$ cat src/sv/vdm_pkg.sv
// ---------------------------------------------------------------------------
// vdm_pkg: shared types and constants for the vector distance block
// Metric codes, register indexes, result width and the multiplier response.
// ---------------------------------------------------------------------------
`timescale 1ns / 1ps
`default_nettype none

package vdm_pkg;

  localparam int COORD_WIDTH_DEF = 16;
  localparam int P_MAX_DEF       = 8;

  localparam int DIST_W = 63;
  localparam logic [DIST_W-1:0] DIST_MAX = {DIST_W{1'b1}};

  // low slice of the multiplicand handled in the first multiplier pass
  localparam int LO_W = 32;
  localparam int HI_W = DIST_W - LO_W;

  // configuration port
  localparam int CFG_W     = 4;
  localparam int CFG_IDX_W = 1;
  localparam logic [CFG_IDX_W-1:0] REG_METRIC = 1'b0;
  localparam logic [CFG_IDX_W-1:0] REG_P_EXP  = 1'b1;

  localparam logic [1:0] METRIC_SQ_EUCLID = 2'd0;
  localparam logic [1:0] METRIC_SUPREMUM  = 2'd1;
  localparam logic [1:0] METRIC_TRIVIAL   = 2'd2;
  localparam logic [1:0] METRIC_P_POWER   = 2'd3;

  localparam logic [3:0] P_EXP_RESET = 4'd2;

  typedef struct packed {
    logic              done;
    logic              ovf;
    logic [DIST_W-1:0] prod;
  } mul_rsp_t;

endpackage

`default_nettype wire

$ cat src/sv/vdm_sat_mul.sv
// ---------------------------------------------------------------------------
// vdm_sat_mul: shared saturating multiplier
// Multiplies a 63-bit value by an unsigned coordinate difference in two
// passes (low 32 bits, then high bits) and clamps at the 63-bit maximum.
// ---------------------------------------------------------------------------
`timescale 1ns / 1ps
`default_nettype none

module vdm_sat_mul #(
  parameter int COORD_WIDTH = vdm_pkg::COORD_WIDTH_DEF
) (
  input  wire                           clk,
  input  wire                           rst_n,
  input  wire                           start,
  input  wire  [vdm_pkg::DIST_W-1:0]    x,
  input  wire  [COORD_WIDTH-1:0]        y,
  output vdm_pkg::mul_rsp_t             rsp
);

  localparam int LO_PW = vdm_pkg::LO_W + COORD_WIDTH;
  localparam int HI_PW = vdm_pkg::HI_W + COORD_WIDTH;
  localparam int T_W   = HI_PW + 1;

  logic                       ph_r;
  logic                       done_r;
  logic                       ovf_r;
  logic [LO_PW-1:0]           plo_r;
  logic [vdm_pkg::DIST_W-1:0] prod_r;

  logic [LO_PW-1:0] lo_prod;
  logic [HI_PW-1:0] hi_prod;
  logic [T_W-1:0]   t_sum;
  logic             t_ovf;

  // x and y hold steady from start until done
  assign lo_prod = x[vdm_pkg::LO_W-1:0] * y;
  assign hi_prod = x[vdm_pkg::DIST_W-1:vdm_pkg::LO_W] * y;
  assign t_sum   = {1'b0, hi_prod}
                 + {{(T_W-COORD_WIDTH){1'b0}}, plo_r[LO_PW-1:vdm_pkg::LO_W]};
  assign t_ovf   = |t_sum[T_W-1:vdm_pkg::HI_W];

  always_ff @(posedge clk) begin
    if (!rst_n) begin
      ph_r   <= 1'b0;
      done_r <= 1'b0;
    end else begin
      ph_r   <= start;
      done_r <= ph_r;
    end
  end

  always_ff @(posedge clk) begin
    if (start) begin
      plo_r <= lo_prod;
    end
    if (ph_r) begin
      ovf_r  <= t_ovf;
      prod_r <= t_ovf ? vdm_pkg::DIST_MAX
                      : {t_sum[vdm_pkg::HI_W-1:0], plo_r[vdm_pkg::LO_W-1:0]};
    end
  end

  assign rsp.done = done_r;
  assign rsp.ovf  = ovf_r;
  assign rsp.prod = prod_r;

endmodule

`default_nettype wire

$ cat src/sv/vector_distance_metrics.sv
// ---------------------------------------------------------------------------
// vector_distance_metrics: streaming distance between two points
// Folds one coordinate pair per item into a saturating running total under
// the selected metric and returns the distance on the last pair.
// ---------------------------------------------------------------------------
//  channel  dir  handshake              payload
//  in       in   in_valid / in_stall    in_coord_a, in_coord_b, in_last_coord
//  out      out  out_valid / out_stall  out_distance, out_saturated
//  cfg      in   cfg_we                 cfg_index, cfg_wdata
//
//  Per item: idle, then a start and a wait state on the one shared multiplier
//  for each multiply (one for squared Euclidean, p-1 for p-power, none for
//  supremum and trivial), then accumulate; a last pair adds an emit state.
//  Reset (synchronous, active low) clears the running total, the flag and
//  the registers to metric 0, p = 2. in_stall is high while an item is at
//  work; a last pair waits for the output register while out_stall holds it.
// ---------------------------------------------------------------------------
`timescale 1ns / 1ps
`default_nettype none

module vector_distance_metrics #(
  parameter int COORD_WIDTH = vdm_pkg::COORD_WIDTH_DEF,
  parameter int P_MAX       = vdm_pkg::P_MAX_DEF
) (
  input  wire                              clk,
  input  wire                              rst_n,
  input  wire                              in_valid,
  output logic                             in_stall,
  input  wire  signed [COORD_WIDTH-1:0]    in_coord_a,
  input  wire  signed [COORD_WIDTH-1:0]    in_coord_b,
  input  wire                              in_last_coord,
  output logic                             out_valid,
  input  wire                              out_stall,
  output logic [vdm_pkg::DIST_W-1:0]       out_distance,
  output logic                             out_saturated,
  input  wire                              cfg_we,
  input  wire  [vdm_pkg::CFG_IDX_W-1:0]    cfg_index,
  input  wire  [vdm_pkg::CFG_W-1:0]        cfg_wdata
);

  localparam int PW = $clog2(P_MAX + 1);
  localparam int DW = vdm_pkg::DIST_W;

  localparam logic [2:0] ST_IDLE     = 3'd0;
  localparam logic [2:0] ST_MUL_GO   = 3'd1;
  localparam logic [2:0] ST_MUL_WAIT = 3'd2;
  localparam logic [2:0] ST_ACC      = 3'd3;
  localparam logic [2:0] ST_EMIT     = 3'd4;

  logic [2:0]             state_r;
  logic [1:0]             metric_r;
  logic [3:0]             p_exp_r;
  logic [1:0]             item_metric_r;
  logic                   last_r;
  logic [COORD_WIDTH-1:0] ad_r;
  logic [DW-1:0]          pow_r;
  logic [PW-1:0]          cnt_r;
  logic [DW-1:0]          total_r;
  logic                   ovf_r;
  logic                   out_valid_r;
  logic [DW-1:0]          out_dist_r;
  logic                   out_sat_r;

  logic signed [COORD_WIDTH:0] diff;
  logic [COORD_WIDTH-1:0]      ad;
  logic [4:0]                  p5;
  logic [4:0]                  p_eff5;
  logic [PW-1:0]               mul_cnt;
  logic                        accept;
  logic                        out_free;
  logic [DW:0]                 sum;
  vdm_pkg::mul_rsp_t           mul_rsp;

  vdm_sat_mul #(
    .COORD_WIDTH(COORD_WIDTH)
  ) u_mul (
    .clk  (clk),
    .rst_n(rst_n),
    .start(state_r == ST_MUL_GO),
    .x    (pow_r),
    .y    (ad_r),
    .rsp  (mul_rsp)
  );

  assign accept   = in_valid && !in_stall;
  assign in_stall = (state_r != ST_IDLE);
  assign out_free = !out_valid_r || !out_stall;

  // |a - b| always fits in COORD_WIDTH unsigned bits
  assign diff = {in_coord_a[COORD_WIDTH-1], in_coord_a}
              - {in_coord_b[COORD_WIDTH-1], in_coord_b};
  assign ad   = diff[COORD_WIDTH] ? COORD_WIDTH'(-diff) : diff[COORD_WIDTH-1:0];

  always_comb begin
    p5 = {1'b0, p_exp_r};
    if (p5 == 5'd0) begin
      p_eff5 = 5'd1;
    end else if (p5 > 5'(P_MAX)) begin
      p_eff5 = 5'(P_MAX);
    end else begin
      p_eff5 = p5;
    end
    // power starts at |d|, so p-1 multiplies remain
    case (metric_r)
      vdm_pkg::METRIC_SQ_EUCLID: mul_cnt = PW'(1);
      vdm_pkg::METRIC_P_POWER:   mul_cnt = PW'(p_eff5 - 5'd1);
      default:                   mul_cnt = '0;
    endcase
  end

  assign sum = {1'b0, total_r} + {1'b0, pow_r};

  // configuration
  always_ff @(posedge clk) begin
    if (!rst_n) begin
      metric_r <= vdm_pkg::METRIC_SQ_EUCLID;
      p_exp_r  <= vdm_pkg::P_EXP_RESET;
    end else if (cfg_we) begin
      unique case (cfg_index)
        vdm_pkg::REG_METRIC: metric_r <= cfg_wdata[1:0];
        vdm_pkg::REG_P_EXP:  p_exp_r  <= cfg_wdata;
        default: ;
      endcase
    end
  end

  always_ff @(posedge clk) begin
    if (!rst_n) begin
      state_r     <= ST_IDLE;
      total_r     <= '0;
      ovf_r       <= 1'b0;
      out_valid_r <= 1'b0;
    end else begin
      // drop a taken item unless a new one loads this cycle
      if (out_valid_r && !out_stall && state_r != ST_EMIT) begin
        out_valid_r <= 1'b0;
      end
      unique case (state_r)
        ST_IDLE: begin
          if (accept) begin
            state_r <= (mul_cnt != '0) ? ST_MUL_GO : ST_ACC;
          end
        end
        ST_MUL_GO: begin
          state_r <= ST_MUL_WAIT;
        end
        ST_MUL_WAIT: begin
          if (mul_rsp.done) begin
            ovf_r   <= ovf_r | mul_rsp.ovf;
            state_r <= (cnt_r == PW'(1)) ? ST_ACC : ST_MUL_GO;
          end
        end
        ST_ACC: begin
          case (item_metric_r)
            vdm_pkg::METRIC_SUPREMUM: begin
              if ({{(DW-COORD_WIDTH){1'b0}}, ad_r} > total_r) begin
                total_r <= {{(DW-COORD_WIDTH){1'b0}}, ad_r};
              end
            end
            vdm_pkg::METRIC_TRIVIAL: begin
              if (ad_r != '0) begin
                total_r <= DW'(1);
              end
            end
            default: begin
              if (sum[DW]) begin
                total_r <= vdm_pkg::DIST_MAX;
                ovf_r   <= 1'b1;
              end else begin
                total_r <= sum[DW-1:0];
              end
            end
          endcase
          state_r <= last_r ? ST_EMIT : ST_IDLE;
        end
        ST_EMIT: begin
          if (out_free) begin
            out_valid_r <= 1'b1;
            total_r     <= '0;
            ovf_r       <= 1'b0;
            state_r     <= ST_IDLE;
          end
        end
        default: state_r <= ST_IDLE;
      endcase
    end
  end

  // item datapath registers
  always_ff @(posedge clk) begin
    if (accept) begin
      item_metric_r <= metric_r;
      last_r        <= in_last_coord;
      ad_r          <= ad;
      pow_r         <= {{(DW-COORD_WIDTH){1'b0}}, ad};
      cnt_r         <= mul_cnt;
    end else if (state_r == ST_MUL_WAIT && mul_rsp.done) begin
      pow_r <= mul_rsp.prod;
      cnt_r <= cnt_r - PW'(1);
    end
    if (state_r == ST_EMIT && out_free) begin
      out_dist_r <= total_r;
      out_sat_r  <= ovf_r;
    end
  end

  assign out_valid     = out_valid_r;
  assign out_distance  = out_dist_r;
  assign out_saturated = out_sat_r;

endmodule

`default_nettype wire

$ cat config.mk
export PLATFORM = sky130hd
export DESIGN_NAME = vector_distance_metrics
export DESIGN_NICKNAME = d
export VERILOG_FILES = /design/src/sv/vdm_pkg.sv /design/src/sv/vdm_sat_mul.sv /design/src/sv/vector_distance_metrics.sv
export SDC_FILE = /design/constraint.sdc
export NUM_CORES = 2
export LEC_CHECK = 0
export BUFFER_PORTS_ARGS = -buffer_cell sky130_fd_sc_hd__buf_2
export CORE_ASPECT_RATIO = 0.9
export CORE_UTILIZATION = 46
export DETAILED_ROUTE_END_ITERATION = 8
export PLACE_DENSITY = 0.73
export RECOVER_POWER = 50
export SLEW_MARGIN = 20
export SYNTH_ARGS = -nofsm -noshare
export SYNTH_HDL_FRONTEND = slang
export SYNTH_SLANG_ARGS = --single-unit
$ cat constraint.sdc
create_clock -name clk -period 14.7 [get_ports clk]
set_input_delay 0.735 -clock clk [delete_from_list [all_inputs] [get_ports clk]]
set_output_delay 0.735 -clock clk [all_outputs]
set_load 0.05 [all_outputs]
Word-level counts from Yosys, hierarchy flattened

Cells that the tools add are included.

Input bits: 43
Bits in registers: 338

Mux-type cells: 29
Bitwise logic cells: 2
Reduce and logical (&&, ||, !) cells: 25
Equal/unequal tests: 16
Add/sub/neg operators: 6
$lt $le $gt $ge: 2
Multiply operators: 2

Operators by type and width:

| cell                | number |
|---|---|
| $mux 63             | 4 |
| $pmux 63 s2         | 2 |
| $add 63x63->64      | 1 |
| $gt 16x63->1        | 1 |
| $add 47x16->48      | 1 |
| $mul 32x16->48      | 1 |
| $mux 16             | 3 |
| $mul 31x16->47      | 1 |
| $reduce_or 17->1    | 1 |
| $sub 16x16->17      | 1 |
| $mux 4              | 4 |
| $neg 16->16         | 1 |
| $reduce_bool 16->1  | 1 |
| $pmux 3 s5          | 1 |
| $mux 3              | 4 |
| $ne 3x3->1 const B  | 3 |
| $ne 2x2->1 const B  | 4 |
| $pmux 4 s2          | 1 |
| $sub 4x1->4 const B | 2 |
| $mux 1              | 7 |
| $eq 3x2->1 const B  | 2 |
| $reduce_bool 3->1   | 2 |
| $logic_and 1x1->1   | 5 |
| $reduce_and 5->1    | 1 |
| other kinds (22)    | 28 |

Depth between registers and ports, before layout

Depth in word-level cells: 9
Gate-level depth with buffers: 30
Mapped depth without buffers: 25

By module

A second synthesis with hierarchy kept.

Cells, all modules: 5,553
Area, all modules: 49,980.4 um2

Modules (own cells, without submodules):

| module                  | seq. area each (um2) | times used | cells an instance | area each (um2) |
|---|---|---|---|---|
| vdm_sat_mul             | 3,403.3              | 1          | 4,056             | 36,688.9 |
| vector_distance_metrics | 5,515.3              | 1          | 1,497             | 13,291.5 |

Worst setup path before layout

No wires, ideal clock.

Path type: flip-flop to flip-flop
Start point: reg ad_r[15]
End point: reg u_mul.prod_r[0] in the netlist's numbering (data pin)
Arrival: 6.967 ns
Buffers on the path: 5
Required time: 14.437 ns
Setup time: 0.263 ns
Setup slack: 7.470 ns
Cell stages (with the launch flop): 25
Cells stage by stage: edfxtp_1 > clkbuf_1 > clkbuf_1 > nand2_1 > fa_1 > fa_1 > fa_1 > fa_1 > fa_1 > inv_1 > fa_1 > ha_1 > clkbuf_1 > nand4_1 > nor3b_1 > nand3b_1 > or3b_2 > a211oi_1 > mux2_2 > nor2_1 > nor4bb_1 > and4bb_1 > buf_6 > buf_12 > nand3b_2

Word-level cells in the longest chain between the ends: 3

RTL lines:

| item                     | line                           | RTL |
|---|---|---|
| start: declaration       | vector_distance_metrics.sv:55  | `logic [COORD_WIDTH-1:0] ad_r;` |
| start signal: assignment | vector_distance_metrics.sv:194 | `ad_r <= ad;` |
| $mul 31x16->47           | vdm_sat_mul.sv:37              | `assign hi_prod = x[vdm_pkg::DIST_W-1:vdm_pkg::LO_W] * y;` |
| $add 47x16->48           | vdm_sat_mul.sv:39              | `+ {{(T_W-COORD_WIDTH){1'b0}}, plo_r[LO_PW-1:vdm_pkg::LO_W]};` |
| $reduce_or 17->1         | vdm_sat_mul.sv:40              | `assign t_ovf = \|t_sum[T_W-1:vdm_pkg::HI_W];` |
| end signal: assignment   | vdm_sat_mul.sv:58              | `prod_r <= t_ovf ? vdm_pkg::DIST_MAX` |
| end: declaration         | vdm_sat_mul.sv:28              | `logic [vdm_pkg::DIST_W-1:0] prod_r;` |

Every way passes these cells.
A chain may end at the register's enable or synchronous reset.

Worst setup path after layout

Start point: reg ad_r[0]
End point: reg u_mul.prod_r[38] in the netlist's numbering (data pin)

Word-level cells in the longest chain between the ends: 3

RTL lines:

| item             | line |
|---|---|
| $mul 31x16->47 * | vdm_sat_mul.sv:37 |
| $add 47x16->48 * | vdm_sat_mul.sv:39 |
| $reduce_or 17->1 | vdm_sat_mul.sv:40 |

Mark *: on every way between the ends. The rest lies on a longest branch, timed or not.

==> flow_summary.toml <==
[clock_network]
clockBufferDepth = 3
cts_buffers = 41
clockRootBuffer = "clkbuf_16"
htreeDepth = 2
path_clk_slew_ns = 0.06
cts.sinks = 338
cts_resized = 0
insertion_delay_ns = 0.60
cts_tree = "built"
ctsHoldBuffers = 0
post_cts_buffers = 0

[power_and_ir_drop]
p_leak_nw = 23.79
power.share.sequential_pct = 14.8
vdd_drop_max_mv = 0.5424
clockPowerShare_pct = 9.2
intPower_w = 0.005557
power_density_nw_per_um2 = 207.8
swShare_pct = 49.45
power_frac_comb_pct = 76.0
switching_power_w = 0.005435
finalPower_w = 0.01099

[final_layout]
drive_gt1_share_pct = 4.933
final_cell_mix = "inv_1, nand2_1, fa_1"
num_antenna_cells = 0
multi_input_comb_area_sq_um = 36570
fillers = 9956
nets = 6606
syn_to_final_growth_pct = 5.284
final_common_cell = "inv_1"
final_area_sq_um = 52900
seqCellArea_sq_um = 8920

[setup_path]
path_cells = "clkbuf_1 -> nand2_1 -> fa_1 -> inv_1 -> fa_1 -> fa_1 -> inv_1 -> fa_1 -> inv_1 -> ha_1 -> nand3_1 -> nor2_1 -> nand2_1 -> o21ai_1 -> or3b_2 -> a211oi_1 -> mux2_2 -> nor2_1 -> nor4bb_1 -> and4bb_4 -> buf_4 -> o211ai_1"
start_kind = "register"
critPathKind = "reg2reg"
slowest_delay_ns = 2.62
r2r-start = "ad_r[0]"
critPathRequiredTime_ns = 14.98
reg2reg_depth = 22
cp_common_cell = "fa_1"
rrSetupSlack_ns = 4.52
crit_fanout = 65
rr_endpoint = "u_mul.prod_r[38]"
worstSetupEndpointType = "register"
critPathSlowestCell = "clkbuf_1"
cp.arrival_ns = 10.46
crit_start = "ad_r[0]"

[floorplanning]
die_area_sq_um = 110600
start_util_pct = 46.59
rows = 114
io_pins = 109
core_sq_um = 107800
fp.dieH_microns = 315.5
die-width_microns = 350.4

[placement]
gp_congestion = 0.9655
io_buffers = 108
placed_area_sq_um = 51710
dp_hpwl_microns = 103800

[route]
wl_per_cell_microns = 20.25
vias_per_cell = 5.597
postRouteAntennaNets = 0
dr_total_vias = 38293
wl_microns = 138500
drc = 0
met3WireLength_microns = 13470
wl_met2_microns = 62010
top_layer = "met5"
drt_iter0_drc = 3368
first_pass_iters = 5
wirelength_met1_microns = 59030

[yosys]
synthArstFlopShare_pct = 0
synth-seq-cells = 338
ys_seq_area_share_pct = 17.75
synth_area_sq_um = 50240
ys_warn_count = 0
synthFlopType = "edfxtp_1"
avgSynthCellArea_sq_um = 9.185
ys_types = 95
synth_edf_count = 215
synth_cells = 5470
synth_nets = 6717

[worst_hold_path]
worstHoldStart = "in_last_coord"
holdPathEnd = "last_r"
min_path_type = "in2reg"
worstHoldPathCells = 1

[sta]
tns_ns = 0
clock.fmax_mhz = 98.28
fin_skew_ns = 0.03898
fin_crit_ns = 10.18
tightest_slew_ns = 4.435
period_share_pct = 69.22
max-slew-margin-rel_pct = -195.7
whs_ns = 0.3646
hold_viol = 0
rsz0062_at_grt = "no"
setup_viol = 0
slew_viol_final = 298

[global_routing]
grt_pass1_vias = 39515
grt_start_max_net_pins = 67
grt_pass1_wl_microns = 223100
overflow = 0
antenna_found_initial = 6
grt_usage_pct = 25.82

[job]
maxCapViolations = 5

[outcome]
violations = "capacitance limit, slew limit"
outcome = "finished, violations left"
through the flow:
step | instances | setup slack, ns | utilization, %
6_report | 6842 | 4.525 | 49.06
3_5_place_dp | 6766 | 5.552 | 47.95
4_1_cts | 6842 | 5.525 | 49.17
2_1_floorplan | 5470 | 7.470 | -
5_1_grt | 6842 | 3.984 | 49.06
3_3_place_gp | 6766 | 5.543 | 47.95
Yosys cell counts (all sizes together), types with 37 or more instances:
cell	count	share of area [%]
nor2	107	0.80
and2	412	5.1
xor2	64	1.1
xnor2	96	1.7
a21o	119	1.8
o21ai	135	1.4
nand3	69	0.92
nand3b	42	0.90
nand2	884	6.6
inv	936	7.0
edfxtp	215	13
nand4	40	0.51
a21oi	265	2.7
dfxtp	123	4.9
nor4	37	0.46
fa	841	34
nor3	65	0.67
ha	363	9.0
clkbuf	283	2.1
cell families (layout without fill, tap and decap cells):
group,after synthesis,after routing,synth area share (%)
adder cells (fa/ha/maj),1204,1204,42.55
XOR/XNOR,160,160,2.804
AND/OR/NAND/NOR,1778,1778,17.62
multiplexers,21,21,0.4607
flip-flops,338,338,17.75
AO/OA/AOI/OAI,726,726,9.314
buffers and inverters,1243,1165,9.505
sequential cells by signal, summed over array words and instances (netlist names), 2 cells and up:
signal / flops
out_distance: 63
item_metric_r: 2
cnt_r: 4
u_mul.prod_r: 63
pow_r: 63
state_r: 3
u_mul.plo_r: 48
total_r: 63
metric_r: 2
p_exp_r: 4
ad_r: 16
worst max-delay path: cells and delay by family (launching register included):
family	cells	cell delay (ns)
and+or+nand+nor	8	2.01
AOI/OAI and AO/OA	3	0.90
buffers and inverters	5	3.53
DFF	1	0.32
muxes	1	0.39
adders and majority gates	5	2.61
layer usage:
| metal | vias to the layer above | global-route usage [%] |
|---|---|---|
| met5 | - | 0 |
| met4 | 2 | 7.017 |
| met3 | 260 | 4.577 |
| met2 | 1835 | 40.35 |
| met1 | 19164 | 36.92 |
| li1 | 17032 | - |
power by group through the flow:
stage,clock network [W],registers [W],logic (W)
floorplan,0,0.00158,0.00620
global placement,0,0.00164,0.00806
detailed placement,0,0.00164,0.00814
CTS,0.00103,0.00162,0.00832
global route,0.00106,0.00163,0.00939
finish,0.00101,0.00163,0.00835
cell type report:
cell class	instances	area share, %
clock buffers	52	2.074
clock inverters	24	0.4021
inverters	936	6.642
multi-input cells	3889	69.14
flip-flops and latches	338	16.86
well taps	1450	3.430
repair buffers	153	1.455
worst max path at each step:
stage / cells past startpoint / end / slack, ns
after CTS: 21 / u_mul.prod_r[38] / 5.52
after global placement: 24 / u_mul.prod_r[38] / 5.54
after detailed placement: 24 / u_mul.prod_r[38] / 5.55
after global routing: 22 / u_mul.prod_r[38] / 3.98
after floorplan: 24 / u_mul.prod_r[0] / 7.47
final: 22 / u_mul.prod_r[38] / 4.52
No activity file was read; power rests on OpenSTA's default activity.
